File: src/rtl/was_pkg.sv
// Shared types, constants and control-word layout for the weekly alarm scheduler.
`default_nettype none

package was_pkg;

    localparam int NUM_ALARMS = 10;
    localparam int IDX_W      = (NUM_ALARMS > 1) ? $clog2(NUM_ALARMS) : 1;

    // item kinds carried in the slave tuser
    localparam logic [1:0] FN_TICK  = 2'd0;
    localparam logic [1:0] FN_WRITE = 2'd1;
    localparam logic [1:0] FN_STOP  = 2'd2;

    // configuration register indexes
    localparam int         CFG_IDX_W  = 2;
    localparam logic [1:0] CFG_WAKE   = 2'd0;
    localparam logic [1:0] CFG_INTV   = 2'd1;
    localparam logic [1:0] CFG_RAMP   = 2'd2;

    localparam logic [31:0] WAKE_RST = 32'd120000;
    localparam logic [31:0] INTV_RST = 32'd10000;
    localparam logic [31:0] RAMP_RST = 32'd84000;

    localparam logic [8:0] NEVER_DAY = 9'h1FF;

    localparam int HOUR_MIN = 60;
    localparam int DAY_MIN  = 1440;
    localparam int WEEK_MIN = 10080;
    localparam int MIN_MS   = 60000;

    localparam int STEP_W = 4;
    typedef logic [STEP_W-1:0] t_step;

    typedef enum logic [2:0] {
        OP_NOP   = 3'd0,
        OP_LOAD  = 3'd1,
        OP_FUNC  = 3'd2,
        OP_SCAN  = 3'd3,
        OP_SCALE = 3'd4,
        OP_PREP  = 3'd5,
        OP_DIV   = 3'd6,
        OP_EMIT  = 3'd7
    } t_op;

    typedef enum logic [1:0] {
        C_NONE     = 2'd0,
        C_NO_IN    = 2'd1,
        C_MORE     = 2'd2,
        C_OUT_BUSY = 2'd3
    } t_cond;

    // one microcode word
    typedef struct packed {
        t_op         op;
        t_cond       cond;
        logic        hold;    // taken jump is a wait: op suppressed
        logic        ret;     // fall-through goes back to step 0
        logic [1:0]  sh;      // divider shift for OP_DIV
        t_step       target;
    } t_ctl;

    // what the sequencer hands the datapath each cycle
    typedef struct packed {
        logic        go;
        t_op         op;
        logic [1:0]  sh;
    } t_issue;

    // jump conditions fed back to the sequencer
    typedef struct packed {
        logic no_in;
        logic more;
        logic out_busy;
    } t_stat;

    typedef struct packed {
        logic                 we;
        logic [CFG_IDX_W-1:0] idx;
        logic [31:0]          data;
    } t_cfg_wr;

    typedef struct packed {
        logic       en;
        logic [2:0] weekday;
        logic [4:0] hour;
        logic [5:0] minute;
    } t_entry;

    // slave tdata layout, lowest field last
    typedef struct packed {
        logic [5:0]  pad;
        logic [5:0]  entry_minute;
        logic [4:0]  entry_hour;
        logic [2:0]  entry_weekday;
        logic        entry_enable;
        logic [3:0]  entry_index;
        logic [8:0]  year_day_now;
        logic [2:0]  weekday_now;
        logic [5:0]  minute_now;
        logic [4:0]  hour_now;
        logic [31:0] now_ms;
    } t_item;

    // master tdata layout, lowest field last
    typedef struct packed {
        logic [6:0]  pad;
        logic        any_armed;
        logic [29:0] next_ms;
        logic        next_valid;
        logic [2:0]  brightness;
        logic        fired_now;
        logic [3:0]  active_slot;
        logic        alarm_on;
    } t_res;

endpackage

`default_nettype wire

File: src/rtl/weekly_alarm_scheduler_core.sv
// Each item runs through accept, function, table scan, scale, prep, three divide steps, emit.
// One item is handled at a time; the table scan checks one entry per cycle, and the
// brightness ramp uses three restoring divider steps.
// A new item is taken while the previous result waits on the master side.
// Reset (synchronous, active low): table disabled, no fired marks, no active alarm,
// configuration at its defaults.
`default_nettype none

module weekly_alarm_scheduler_core (
    input  wire logic        i_clk,
    input  wire logic        i_rst_n,
    // configuration write port
    input  wire logic        i_cfg_we,
    input  wire logic [1:0]  i_cfg_idx,
    input  wire logic [31:0] i_cfg_wdata,
    // slave side
    input  wire logic        i_s_tvalid,
    output logic             o_s_tready,
    // now_ms[31:0], hour_now[36:32], minute_now[42:37], weekday_now[45:43],
    // year_day_now[54:46], entry_index[58:55], entry_enable[59], entry_weekday[62:60],
    // entry_hour[67:63], entry_minute[73:68], zero[79:74]
    input  wire logic [79:0] i_s_tdata,
    // func[1:0]
    input  wire logic [1:0]  i_s_tuser,
    // master side
    output logic             o_m_tvalid,
    input  wire logic        i_m_tready,
    // alarm_on[0], active_slot[4:1], fired_now[5], brightness[8:6], next_valid[9],
    // next_ms[39:10], any_armed[40], zero[47:41]
    output logic [47:0]      o_m_tdata
);

    was_pkg::t_issue  iss;
    was_pkg::t_stat   stat;
    was_pkg::t_cfg_wr cfg;
    was_pkg::t_item   item;
    was_pkg::t_res    res;
    logic             more;
    logic             r_out_valid;
    logic             emit;

    assign cfg.we   = i_cfg_we;
    assign cfg.idx  = i_cfg_idx;
    assign cfg.data = i_cfg_wdata;
    assign item     = i_s_tdata;

    assign o_s_tready = iss.op == was_pkg::OP_LOAD;
    assign emit       = iss.go && (iss.op == was_pkg::OP_EMIT);

    assign stat.no_in    = !i_s_tvalid;
    assign stat.more     = more;
    assign stat.out_busy = r_out_valid && !i_m_tready;

    was_useq u_seq (
        .i_clk   (i_clk),
        .i_rst_n (i_rst_n),
        .i_stat  (stat),
        .o_iss   (iss)
    );

    was_dpath u_dp (
        .i_clk   (i_clk),
        .i_rst_n (i_rst_n),
        .i_iss   (iss),
        .i_cfg   (cfg),
        .i_func  (i_s_tuser),
        .i_item  (item),
        .o_more  (more),
        .o_res   (res)
    );

    always_ff @(posedge i_clk) begin
        if (!i_rst_n) begin
            r_out_valid <= 1'b0;
        end else if (emit) begin
            r_out_valid <= 1'b1;
        end else if (i_m_tready) begin
            r_out_valid <= 1'b0;
        end
    end

    assign o_m_tvalid = r_out_valid;
    assign o_m_tdata  = res;

`ifndef SYNTHESIS
    a_leave_accept: assert property (@(posedge i_clk) disable iff (!i_rst_n)
        (i_s_tvalid && o_s_tready) |=> !o_s_tready)
        else $error("sequencer stayed in accept step after taking an item");

    a_bright_on: assert property (@(posedge i_clk) disable iff (!i_rst_n)
        o_m_tvalid |-> ((res.brightness != 3'd0) == res.alarm_on))
        else $error("brightness disagrees with alarm_on");

    a_fired_on: assert property (@(posedge i_clk) disable iff (!i_rst_n)
        (o_m_tvalid && res.fired_now) |-> res.alarm_on)
        else $error("fired_now without an active alarm");

    a_next_armed: assert property (@(posedge i_clk) disable iff (!i_rst_n)
        (o_m_tvalid && res.next_valid) |-> res.any_armed)
        else $error("next alarm reported with nothing armed");
`endif

endmodule

`default_nettype wire

File: src/rtl/was_useq.sv
// Microcode sequencer: step counter, control ROM and conditional jumps.
`default_nettype none

module was_useq (
    input  wire logic            i_clk,
    input  wire logic            i_rst_n,
    input  wire was_pkg::t_stat  i_stat,
    output was_pkg::t_issue      o_iss
);

    localparam was_pkg::t_step ST_ACCEPT = 4'd0;
    localparam was_pkg::t_step ST_SCAN   = 4'd2;
    localparam was_pkg::t_step ST_EMIT   = 4'd8;

    function automatic was_pkg::t_ctl mk(was_pkg::t_op op, was_pkg::t_cond cond,
                                         logic hold, logic ret, logic [1:0] sh,
                                         was_pkg::t_step target);
        was_pkg::t_ctl c;
        c.op     = op;
        c.cond   = cond;
        c.hold   = hold;
        c.ret    = ret;
        c.sh     = sh;
        c.target = target;
        return c;
    endfunction

    function automatic was_pkg::t_ctl ucode(was_pkg::t_step s);
        was_pkg::t_ctl c;
        unique case (s)
            4'd0:    c = mk(was_pkg::OP_LOAD,  was_pkg::C_NO_IN,    1'b1, 1'b0, 2'd0, ST_ACCEPT);
            4'd1:    c = mk(was_pkg::OP_FUNC,  was_pkg::C_NONE,     1'b0, 1'b0, 2'd0, ST_ACCEPT);
            4'd2:    c = mk(was_pkg::OP_SCAN,  was_pkg::C_MORE,     1'b0, 1'b0, 2'd0, ST_SCAN);
            4'd3:    c = mk(was_pkg::OP_SCALE, was_pkg::C_NONE,     1'b0, 1'b0, 2'd0, ST_ACCEPT);
            4'd4:    c = mk(was_pkg::OP_PREP,  was_pkg::C_NONE,     1'b0, 1'b0, 2'd0, ST_ACCEPT);
            4'd5:    c = mk(was_pkg::OP_DIV,   was_pkg::C_NONE,     1'b0, 1'b0, 2'd2, ST_ACCEPT);
            4'd6:    c = mk(was_pkg::OP_DIV,   was_pkg::C_NONE,     1'b0, 1'b0, 2'd1, ST_ACCEPT);
            4'd7:    c = mk(was_pkg::OP_DIV,   was_pkg::C_NONE,     1'b0, 1'b0, 2'd0, ST_ACCEPT);
            4'd8:    c = mk(was_pkg::OP_EMIT,  was_pkg::C_OUT_BUSY, 1'b1, 1'b1, 2'd0, ST_EMIT);
            default: c = mk(was_pkg::OP_NOP,   was_pkg::C_NONE,     1'b0, 1'b1, 2'd0, ST_ACCEPT);
        endcase
        return c;
    endfunction

    was_pkg::t_step r_step;
    was_pkg::t_step n_step;
    was_pkg::t_ctl  ctl;
    logic           taken;

    assign ctl = ucode(r_step);

    always_comb begin
        unique case (ctl.cond)
            was_pkg::C_NONE:     taken = 1'b0;
            was_pkg::C_NO_IN:    taken = i_stat.no_in;
            was_pkg::C_MORE:     taken = i_stat.more;
            was_pkg::C_OUT_BUSY: taken = i_stat.out_busy;
        endcase
    end

    always_comb begin
        if (taken) begin
            n_step = ctl.target;
        end else if (ctl.ret) begin
            n_step = ST_ACCEPT;
        end else begin
            n_step = r_step + 4'd1;
        end
    end

    assign o_iss.go = !(taken && ctl.hold);
    assign o_iss.op = ctl.op;
    assign o_iss.sh = ctl.sh;

    always_ff @(posedge i_clk) begin
        if (!i_rst_n) begin
            r_step <= ST_ACCEPT;
        end else begin
            r_step <= n_step;
        end
    end

endmodule

`default_nettype wire

File: src/rtl/was_dpath.sv
// Datapath: alarm table, fired-day marks, active alarm state, scan and ramp divider.
`default_nettype none

module was_dpath (
    input  wire logic             i_clk,
    input  wire logic             i_rst_n,
    input  wire was_pkg::t_issue  i_iss,
    input  wire was_pkg::t_cfg_wr i_cfg,
    input  wire logic [1:0]       i_func,
    input  wire was_pkg::t_item   i_item,
    output logic                  o_more,
    output was_pkg::t_res         o_res
);

    localparam logic [was_pkg::IDX_W-1:0] LAST_IDX = was_pkg::IDX_W'(was_pkg::NUM_ALARMS - 1);

    // configuration
    logic [31:0] r_wake, r_intv, r_ramp;

    // architectural state
    was_pkg::t_entry             r_table [was_pkg::NUM_ALARMS];
    logic [8:0]                  r_fday  [was_pkg::NUM_ALARMS];
    logic                        r_active;
    logic [was_pkg::IDX_W-1:0]   r_act_idx;
    logic [31:0]                 r_start;
    logic [31:0]                 r_last;

    // per-item working registers
    logic [1:0]                  r_func;
    was_pkg::t_item              r_item;
    logic [was_pkg::IDX_W-1:0]   r_idx;
    logic                        r_chk;
    logic                        r_found;
    logic                        r_fired;
    logic                        r_armed;
    logic                        r_nvalid;
    logic [13:0]                 r_best;
    logic [10:0]                 r_nmin;
    logic [29:0]                 r_next_ms;
    logic [31:0]                 r_el;
    logic [34:0]                 r_rem;
    logic [2:0]                  r_q;
    logic                        r_sat;

    logic                        go_func, go_scan;
    logic [31:0]                 dif_chk, dif_run;
    logic                        gate, expire;
    was_pkg::t_entry             ent;
    logic                        hit, armed;
    logic signed [4:0]           d_raw;
    logic [2:0]                  days;
    logic [10:0]                 amin;
    logic                        wrap;
    logic [15:0]                 cand;
    logic                        take;
    logic [34:0]                 dv;
    logic                        wr_ok;
    logic [was_pkg::IDX_W-1:0]   wr_idx;

    assign go_func = i_iss.go && (i_iss.op == was_pkg::OP_FUNC);
    assign go_scan = i_iss.go && (i_iss.op == was_pkg::OP_SCAN);

    assign dif_chk = r_item.now_ms - r_last;
    assign gate    = dif_chk >= r_intv;
    assign dif_run = r_item.now_ms - r_start;
    assign expire  = r_active && (dif_run > r_wake);

    assign wr_ok  = {1'b0, r_item.entry_index} < 5'(was_pkg::NUM_ALARMS);
    assign wr_idx = r_item.entry_index[was_pkg::IDX_W-1:0];

    // scan of one table entry
    assign ent = r_table[r_idx];
    assign hit = r_chk && !r_found && !(r_active && (r_act_idx == r_idx)) && ent.en
              && (r_item.year_day_now != r_fday[r_idx])
              && (ent.weekday == r_item.weekday_now)
              && (ent.hour == r_item.hour_now)
              && (ent.minute == r_item.minute_now);
    assign armed = ent.en && (ent.weekday != 3'd0);

    // minutes to the next occurrence; bit 15 is the sign
    assign d_raw = $signed({2'b00, ent.weekday}) - $signed({2'b00, r_item.weekday_now});
    assign days  = (d_raw < 0) ? 3'(d_raw + 5'sd7) : d_raw[2:0];
    assign amin  = 11'(ent.hour) * 11'(was_pkg::HOUR_MIN) + 11'(ent.minute);
    assign wrap  = (days == 3'd0) && (amin <= r_nmin);
    assign cand  = 16'(days) * 16'(was_pkg::DAY_MIN) + 16'(amin) - 16'(r_nmin)
                 + (wrap ? 16'(was_pkg::WEEK_MIN) : 16'd0);
    assign take  = armed && !cand[15] && (!r_nvalid || (cand[13:0] < r_best));

    assign o_more = r_idx != LAST_IDX;

    assign dv = 35'(r_ramp) << i_iss.sh;

    always_ff @(posedge i_clk) begin
        if (!i_rst_n) begin
            r_wake <= was_pkg::WAKE_RST;
            r_intv <= was_pkg::INTV_RST;
            r_ramp <= was_pkg::RAMP_RST;
        end else if (i_cfg.we) begin
            unique case (i_cfg.idx)
                was_pkg::CFG_WAKE: r_wake <= i_cfg.data;
                was_pkg::CFG_INTV: r_intv <= i_cfg.data;
                was_pkg::CFG_RAMP: r_ramp <= i_cfg.data;
                default: ;
            endcase
        end
    end

    always_ff @(posedge i_clk) begin
        if (!i_rst_n) begin
            for (int i = 0; i < was_pkg::NUM_ALARMS; i++) begin
                r_table[i] <= '0;
                r_fday[i]  <= was_pkg::NEVER_DAY;
            end
            r_active  <= 1'b0;
            r_act_idx <= '0;
            r_start   <= '0;
            r_last    <= '0;
        end else if (go_func) begin
            unique case (r_func)
                was_pkg::FN_TICK: begin
                    if (gate) begin
                        r_last <= r_item.now_ms;
                        if (expire) begin
                            r_active <= 1'b0;
                        end
                    end
                end
                was_pkg::FN_WRITE: begin
                    for (int i = 0; i < was_pkg::NUM_ALARMS; i++) begin
                        r_fday[i] <= was_pkg::NEVER_DAY;
                    end
                    r_active  <= 1'b0;
                    r_act_idx <= '0;
                    r_start   <= '0;
                    if (wr_ok) begin
                        r_table[wr_idx] <= {r_item.entry_enable, r_item.entry_weekday,
                                            r_item.entry_hour, r_item.entry_minute};
                    end
                end
                was_pkg::FN_STOP: begin
                    r_active <= 1'b0;
                end
                default: ;
            endcase
        end else if (go_scan && hit) begin
            r_active      <= 1'b1;
            r_act_idx     <= r_idx;
            r_fday[r_idx] <= r_item.year_day_now;
            r_start       <= r_item.now_ms;
        end
    end

    always_ff @(posedge i_clk) begin
        if (!i_rst_n) begin
            r_idx <= '0;
        end else if (go_func) begin
            r_idx <= '0;
        end else if (go_scan && o_more) begin
            r_idx <= r_idx + 1'b1;
        end
    end

    always_ff @(posedge i_clk) begin
        if (i_iss.go) begin
            unique case (i_iss.op)
                was_pkg::OP_LOAD: begin
                    r_func <= i_func;
                    r_item <= i_item;
                end
                was_pkg::OP_FUNC: begin
                    r_chk    <= (r_func == was_pkg::FN_TICK) && gate;
                    r_found  <= 1'b0;
                    r_fired  <= 1'b0;
                    r_armed  <= 1'b0;
                    r_nvalid <= 1'b0;
                    r_nmin   <= 11'(r_item.hour_now) * 11'(was_pkg::HOUR_MIN)
                              + 11'(r_item.minute_now);
                end
                was_pkg::OP_SCAN: begin
                    if (hit) begin
                        r_found <= 1'b1;
                        r_fired <= 1'b1;
                    end
                    if (armed) begin
                        r_armed <= 1'b1;
                    end
                    if (take) begin
                        r_best   <= cand[13:0];
                        r_nvalid <= 1'b1;
                    end
                end
                was_pkg::OP_SCALE: begin
                    r_next_ms <= 30'(r_best) * 30'(was_pkg::MIN_MS);
                    r_el      <= dif_run;
                end
                was_pkg::OP_PREP: begin
                    r_rem <= 35'({r_el, 2'b00}) + 35'({r_el, 1'b0});
                    r_sat <= r_el >= r_ramp;
                    r_q   <= '0;
                end
                was_pkg::OP_DIV: begin
                    // one restoring step of el*6 / ramp
                    if (r_rem >= dv) begin
                        r_rem          <= r_rem - dv;
                        r_q[i_iss.sh]  <= 1'b1;
                    end
                end
                was_pkg::OP_EMIT: begin
                    o_res.pad         <= '0;
                    o_res.alarm_on    <= r_active;
                    o_res.active_slot <= r_active ? 4'(r_act_idx) : 4'd0;
                    o_res.fired_now   <= r_fired;
                    o_res.brightness  <= !r_active ? 3'd0 : (r_sat ? 3'd7 : r_q + 3'd1);
                    o_res.next_valid  <= r_nvalid;
                    o_res.next_ms     <= r_nvalid ? r_next_ms : 30'd0;
                    o_res.any_armed   <= r_armed;
                end
                was_pkg::OP_NOP: ;
            endcase
        end
    end

endmodule

`default_nettype wire
File: config.mk
export PLATFORM = sky130hd
export DESIGN_NAME = weekly_alarm_scheduler_core
export DESIGN_NICKNAME = d
export VERILOG_FILES = /design/src/rtl/was_pkg.sv /design/src/rtl/weekly_alarm_scheduler_core.sv /design/src/rtl/was_useq.sv /design/src/rtl/was_dpath.sv
export SDC_FILE = /design/constraint.sdc
export NUM_CORES = 2
export LEC_CHECK = 0
export ABC_AREA = 1
export BUFFER_PORTS_ARGS = -buffer_cell sky130_fd_sc_hd__buf_2
export CORE_AREA = 2 2 286 288
export CTS_CLUSTER_DIAMETER = 50
export CTS_CLUSTER_SIZE = 40
export DETAILED_ROUTE_END_ITERATION = 12
export DIE_AREA = 0 0 288 290
export PLACE_DENSITY_LB_ADDON = 0.1
export SLEW_MARGIN = 20
export SYNTH_ARGS = -nofsm -noshare
export SYNTH_HDL_FRONTEND = slang
export SYNTH_SLANG_ARGS = --single-unit
File: constraint.sdc
create_clock -name i_clk -period 11.2 [get_ports i_clk]
set_input_delay 1.68 -clock i_clk [delete_from_list [all_inputs] [get_ports i_clk]]
set_output_delay 1.68 -clock i_clk [all_outputs]
set_load 0.03 [all_outputs]
# Word-level counts from Yosys, hierarchy flattened
# Memories as Yosys holds them, arrays and structs flattened. A register that Yosys moved wholly into a read port is not among the register bits.
# Cells that the tools add are included.
# Widths: inputs -> output; s select.
# totals
register_bits	411
ramBits	240
romBits	176
inputBits	121
out_inout_bits	50
wordCells	237
n_memories	3
# mem_list
name	words	word_bits	read_ports	rd_ports_with_merged_regs	wr	line	source
(no name shown)	16	11	1	1	0	was_useq.sv:30	unique case (s)
u_dp.r_table	10	15	1	1	10	was_dpath.sv:21	was_pkg::t_entry r_table [was_pkg::NUM_ALARMS];
u_dp.r_fday	10	9	1	1	10	was_dpath.sv:22	logic [8:0] r_fday [was_pkg::NUM_ALARMS];
# op_classes
add_sub_neg	14
multipliers	4
n_lt_le_gt_ge	10
n_eq_ne	28
shift	1
muxes	66
bitwise_logic	13
reduce_logical	59
# ops
cell	count
$mux 9	11
$mux 32	3
$pmux 35 s2	1
$ge 32x32->1	2
$sub 32x32->32	2
$mux 4	12
$add 34x33->35	1
$ge 35x35->1	1
$mux 35	1
$shl 32x2->35	1
$sub 35x35->35	1
$gt 32x32->1	1
$mux 1	26
$mul 14x11->25 const B	1
$add 11x6->11	2
$logic_and 1x1->1	22
$mul 5x4->9 const B	2
$reduce_and 2->1	9
$reduce_and 3->1	6
$add 16x16->16	1
$sub 16x11->16	1
$add 14x11->15	1
$mux 15	1
$reduce_or 15->1	1
42 further kinds	85

# Logic depth before layout (Yosys ltp)
# logic_depth
ltp_word	16
ltp_mapped	52

# Hierarchy
# From an unflattened synthesis, not the netlist that was laid out.
# unflattened
cells_unflattened	5410
area_unflattened_um2	48412.7
# modules_own_cells
mod	n_inst	cells_each	area_each_um2	seq_area_each_um2
was_dpath	1	5311	47589.4	22111.2
was_useq	1	88	759.5	280.3
weekly_alarm_scheduler_core	1	11	63.8	20.0

# Worst setup path before layout
# OpenSTA, ideal clock, no wires.
# synth_timing
kind	in2reg
start	input port i_m_tready
end	register u_dp.r_func[0], enable pin
arrival_ps	9289
setup_slack_ps	1214
cell_stages	6
path_buffers	1
path_cell_list	nor2_1 -> nand3_1 -> and3_1 -> buf_2 -> nor2_1 -> nor4_1
# synth_via
elab_chain_cells	6
# synth_lines
element	line	source
start, declared	weekly_alarm_scheduler_core.sv:27	input wire logic i_m_tready,
$logic_not 1->1	weekly_alarm_scheduler_core.sv:52	assign stat.out_busy = r_out_valid && !i_m_tready;
$logic_and 1x1->1	weekly_alarm_scheduler_core.sv:52	
$pmux 1 s4	was_useq.sv:53	unique case (ctl.cond)
$logic_and 1x1->1	was_useq.sv:71	assign o_iss.go = !(taken && ctl.hold);
$not 1->1 (no source line)	--	
$reduce_and 2->1 (no source line)	--	
end signal, assigned	was_dpath.sv:167	r_func <= i_func;
end, declared	was_dpath.sv:29	logic [1:0] r_func;
# No other way between the ends.
# A chain may end at the register's enable or synchronous reset.

==> results by group <==
Layout
  – Fill cell count: 6669
  – FF+latch area: 22400 sq um
  – Most frequent cells in the layout: 972 x nand2_1, 655 x inv_1, 621 x edfxtp_1
  – Area Growth Syn to Fin: 10.8%
  – Most common cell after layout, fill and taps aside: nand2_1
  – Area occupied by multi-input gates: 22400 sq um
  – Fraction of layout cells with a size suffix above 1: 0.0719
  – Fin nets: 6099

Worst hold path
  – Hold Path Class: reg2reg
  – Worst Hold Endpoint: u_dp.o_res[40]
  – Worst Hold Depth: 0
  – Hold path start: u_dp.r_armed

Synthesis
  – Register area share after synthesis: 0.468
  – Post-synthesis cell count: 5335
  – Post-synth EDFFs: 621
  – Largest cells by area after synthesis: edfxtp_1 39%, ha_1 10%, dfxtp_1 7.9%, nand2_1 7.6%, inv_1 5.1%
  – Post-synth design cell area: 47900 sq um
  – Synth area leader: edfxtp_1
  – Primary FF master, synth: edfxtp_1
  – Synthesis Warnings: 0
  – Synth cell types: 53
  – Syn_area_per_cell: 8.98 sq um
  – Post-synth ARST share: 0
  – Post-synth top area share: 0.389
  – Yosys reg bits: 809

STA
  – Fmax: ~0.11 GHz
  – Min cycle time layout: 9500 ps
  – Slew Limit Headroom: 0.279
  – Sum Neg Setup Slack: 0 ps
  – Slew Limit Fails: 0
  – Worst Tran Pin Value: 1080 ps
  – Final hold vios: 0
  – Setup violators final: 0
  – Worst Clk Skew: 48.4 ps
  – RSZ-0062 raised after global routing: false
  – Final period util: 0.848

Worst setup path
  – Worst reg2reg setup slack: 1700 ps
  – Critical path type: reg2reg
  – Endpoint required time on the critical path: between 10000 and 15000 ps
  – Critical Path AT: 9850 ps
  – Critical Path Fanout Max: 51
  – Most Frequent Cell on Critical Path: nand2_1
  – R2R cell count: 45
  – Slowest-stage cell, CP: fa_1
  – Crit end category: flip-flop
  – Startpoint Class: flip-flop
  – Reg2reg end: u_dp.r_best[7]
  – Largest stage delay, worst path: between 500 and 600 ps

GRT
  – Total grt overflow: 0
  – Vias in the first global route: 35268
  – Initial antenna violation count: 12
  – First-pass GRT wire length: roughly 190000 um
  – Largest net degree at the start of global routing: 100
  – GRT Util Overall: 0.284

Routing
  – Remaining DRCs: 0
  – DR vias/cell: 5.62
  – Overall routed net length: between 100000 and 150000 um
  – Drt first pass iters: 6
  – DRT iter0 DRCs: 3001
  – Antenna Violating Nets Remaining: 0
  – WL/cell: 17.9 um
  – Via count: ~37000

Floorplanning
  – Num rows: 104
  – Starting Density: 0.598
  – DIE AREA: 83500 sq um
  – Core area: roughly 80000 sq um
  – Die X: 288 um
  – I/O pins: 171
  – DIE HEIGHT: 290 um

Clocking
  – TritonCTS clock tree: built
  – Clock Latency Late Sink: slightly below 700 ps
  – Sink Count: ~810
  – Resized cells post-CTS: 0
  – Cts hold-fix bufs: 0
  – H-tree levels: 3
  – # Post-CTS Setup Buffers: 0
  – Clock-pin transition on the worst setup and hold timing paths: about 60 ps
  – Root Driver: clkbuf_16
  – CTS buffer count: ~90
  – CTS max path bufs: 3

Flow run
  – Max Cap Viol: 0

Outcome
  – Status: finished, final reports clean

Placed design
  – Port Buffer Count: about 150
  – Detail Placement HPWL: 84400 um
  – Routability-driven placement congestion ratio: 0.915
[Yosys cell counts (6+ instances only)]
master,instances
buf_4,19
or2_2,16
clkbuf_1,128
o21a_1,17
o221ai_1,17
edfxtp_1,621
a31oi_1,21
buf_6,12
ha_1,399
o21ai_1,14
o21ai_0,419
nor3_1,37
dfxtp_1,188
xnor2_1,51
nor4_1,17
o21bai_1,13
nand3_1,262
nand2_1,973
o211ai_1,60
a21boi_0,10
inv_2,6
inv_1,655
a21o_1,22
a211oi_1,7
buf_2,52
nor2_1,492
fa_1,82
xor2_1,97
a21oi_1,414
nand4_1,120
buf_1,11
nand3b_1,8
o22ai_1,41
[layout make-up]
class,count,share of cell area
sequential,809,0.422
inverter,664,0.0470
timing repair buffer,190,0.0200
tap,1060,0.0250
multi-input combinational,3741,0.422
clock inverter,74,0.0192
antenna,7,0.000330
clock buffer,97,0.0445
[critical path, delay by kind of cell (launching register included)]
family,cells,cell delay (ps)
xor gates and xnor gates,3,650
AOI/OAI and AO/OA,7,1160
DFF,1,360
and+or+nand+nor,21,2390
adders and majority gates,7,2790
buffers and inverters,7,1720
[sequential cells by signal, summed over array words and instances (netlist names), 4 cells and up, named ones only]
register and count:
u_dp.r_wake 32, u_dp.r_act_idx 4, u_dp.r_intv 32, u_dp.r_best 14
u_dp.r_el 32, u_dp.r_next_ms 25, u_seq.ctl 10, u_seq.r_step 4
u_dp.r_fday 144, u_dp.r_last 32, u_dp.r_table 240, u_dp.o_res 36
u_dp.r_rem 35, u_dp.r_nmin 11, u_dp.wr_idx 4, u_dp.r_ramp 32
u_dp.r_idx 4, u_dp.r_start 32, u_dp.r_item 70
[per-layer routing]
layer | global-route usage | routed length, um | up-vias | part of all wire
met5 | 0 | 0 | - | 0
met3 | 0.0370 | 8110 | 166 | 0.068
met1 | 0.422 | 55200 | 17572 | 0.47
met4 | 0.0729 | 2450 | 0 | 0.021
li1 | - | - | 18415 | -
met2 | 0.442 | 52800 | 1208 | 0.45
[cell families after synthesis]
| family | share of synthesized area |
|---|---|
| AND/OR/NAND/NOR | 0.170 |
| AO/OA/AOI/OAI | 0.122 |
| buffers and inverters | 0.0742 |
| flip-flops | 0.468 |
| adder cells (fa/ha/maj) | 0.138 |
| XOR/XNOR | 0.0271 |
| other | 0.0000783 |
| multiplexers | 0.000209 |
[metrics by stage]
step | instances | util | area (sq um) | setup WS (ps) | hold WS [ps]
2_1_floorplan | 5436 | - | 48300 | 1210 | 400
3_3_place_gp | 6464 | 0.620 | 49700 | 1860 | 406
3_5_place_dp | 6464 | 0.620 | 49700 | 1830 | 411
4_1_cts | 6635 | 0.662 | 53100 | 1720 | 425
5_1_grt | 6640 | 0.662 | 53100 | 853 | 441
6_report | 6642 | 0.662 | 53100 | 1700 | 427
[how the worst max path moves through the flow]
stage	start	to	slack, ps	depth (start not counted)
after global placement	flip-flop	u_dp.r_best[6]	1860	41
after floorplan	i_m_tready	u_dp.r_func[0]	1210	6
final	flip-flop	u_dp.r_best[7]	1700	45
after detailed placement	flip-flop	u_dp.r_best[7]	1830	41
after CTS	flip-flop	u_dp.r_best[4]	1720	45
after global routing	flip-flop	u_dp.r_best[4]	850	41
Power is left out: the tool's default activity adds up to more than one toggle a clock period on the data nets, which glitch-free logic cannot reach.
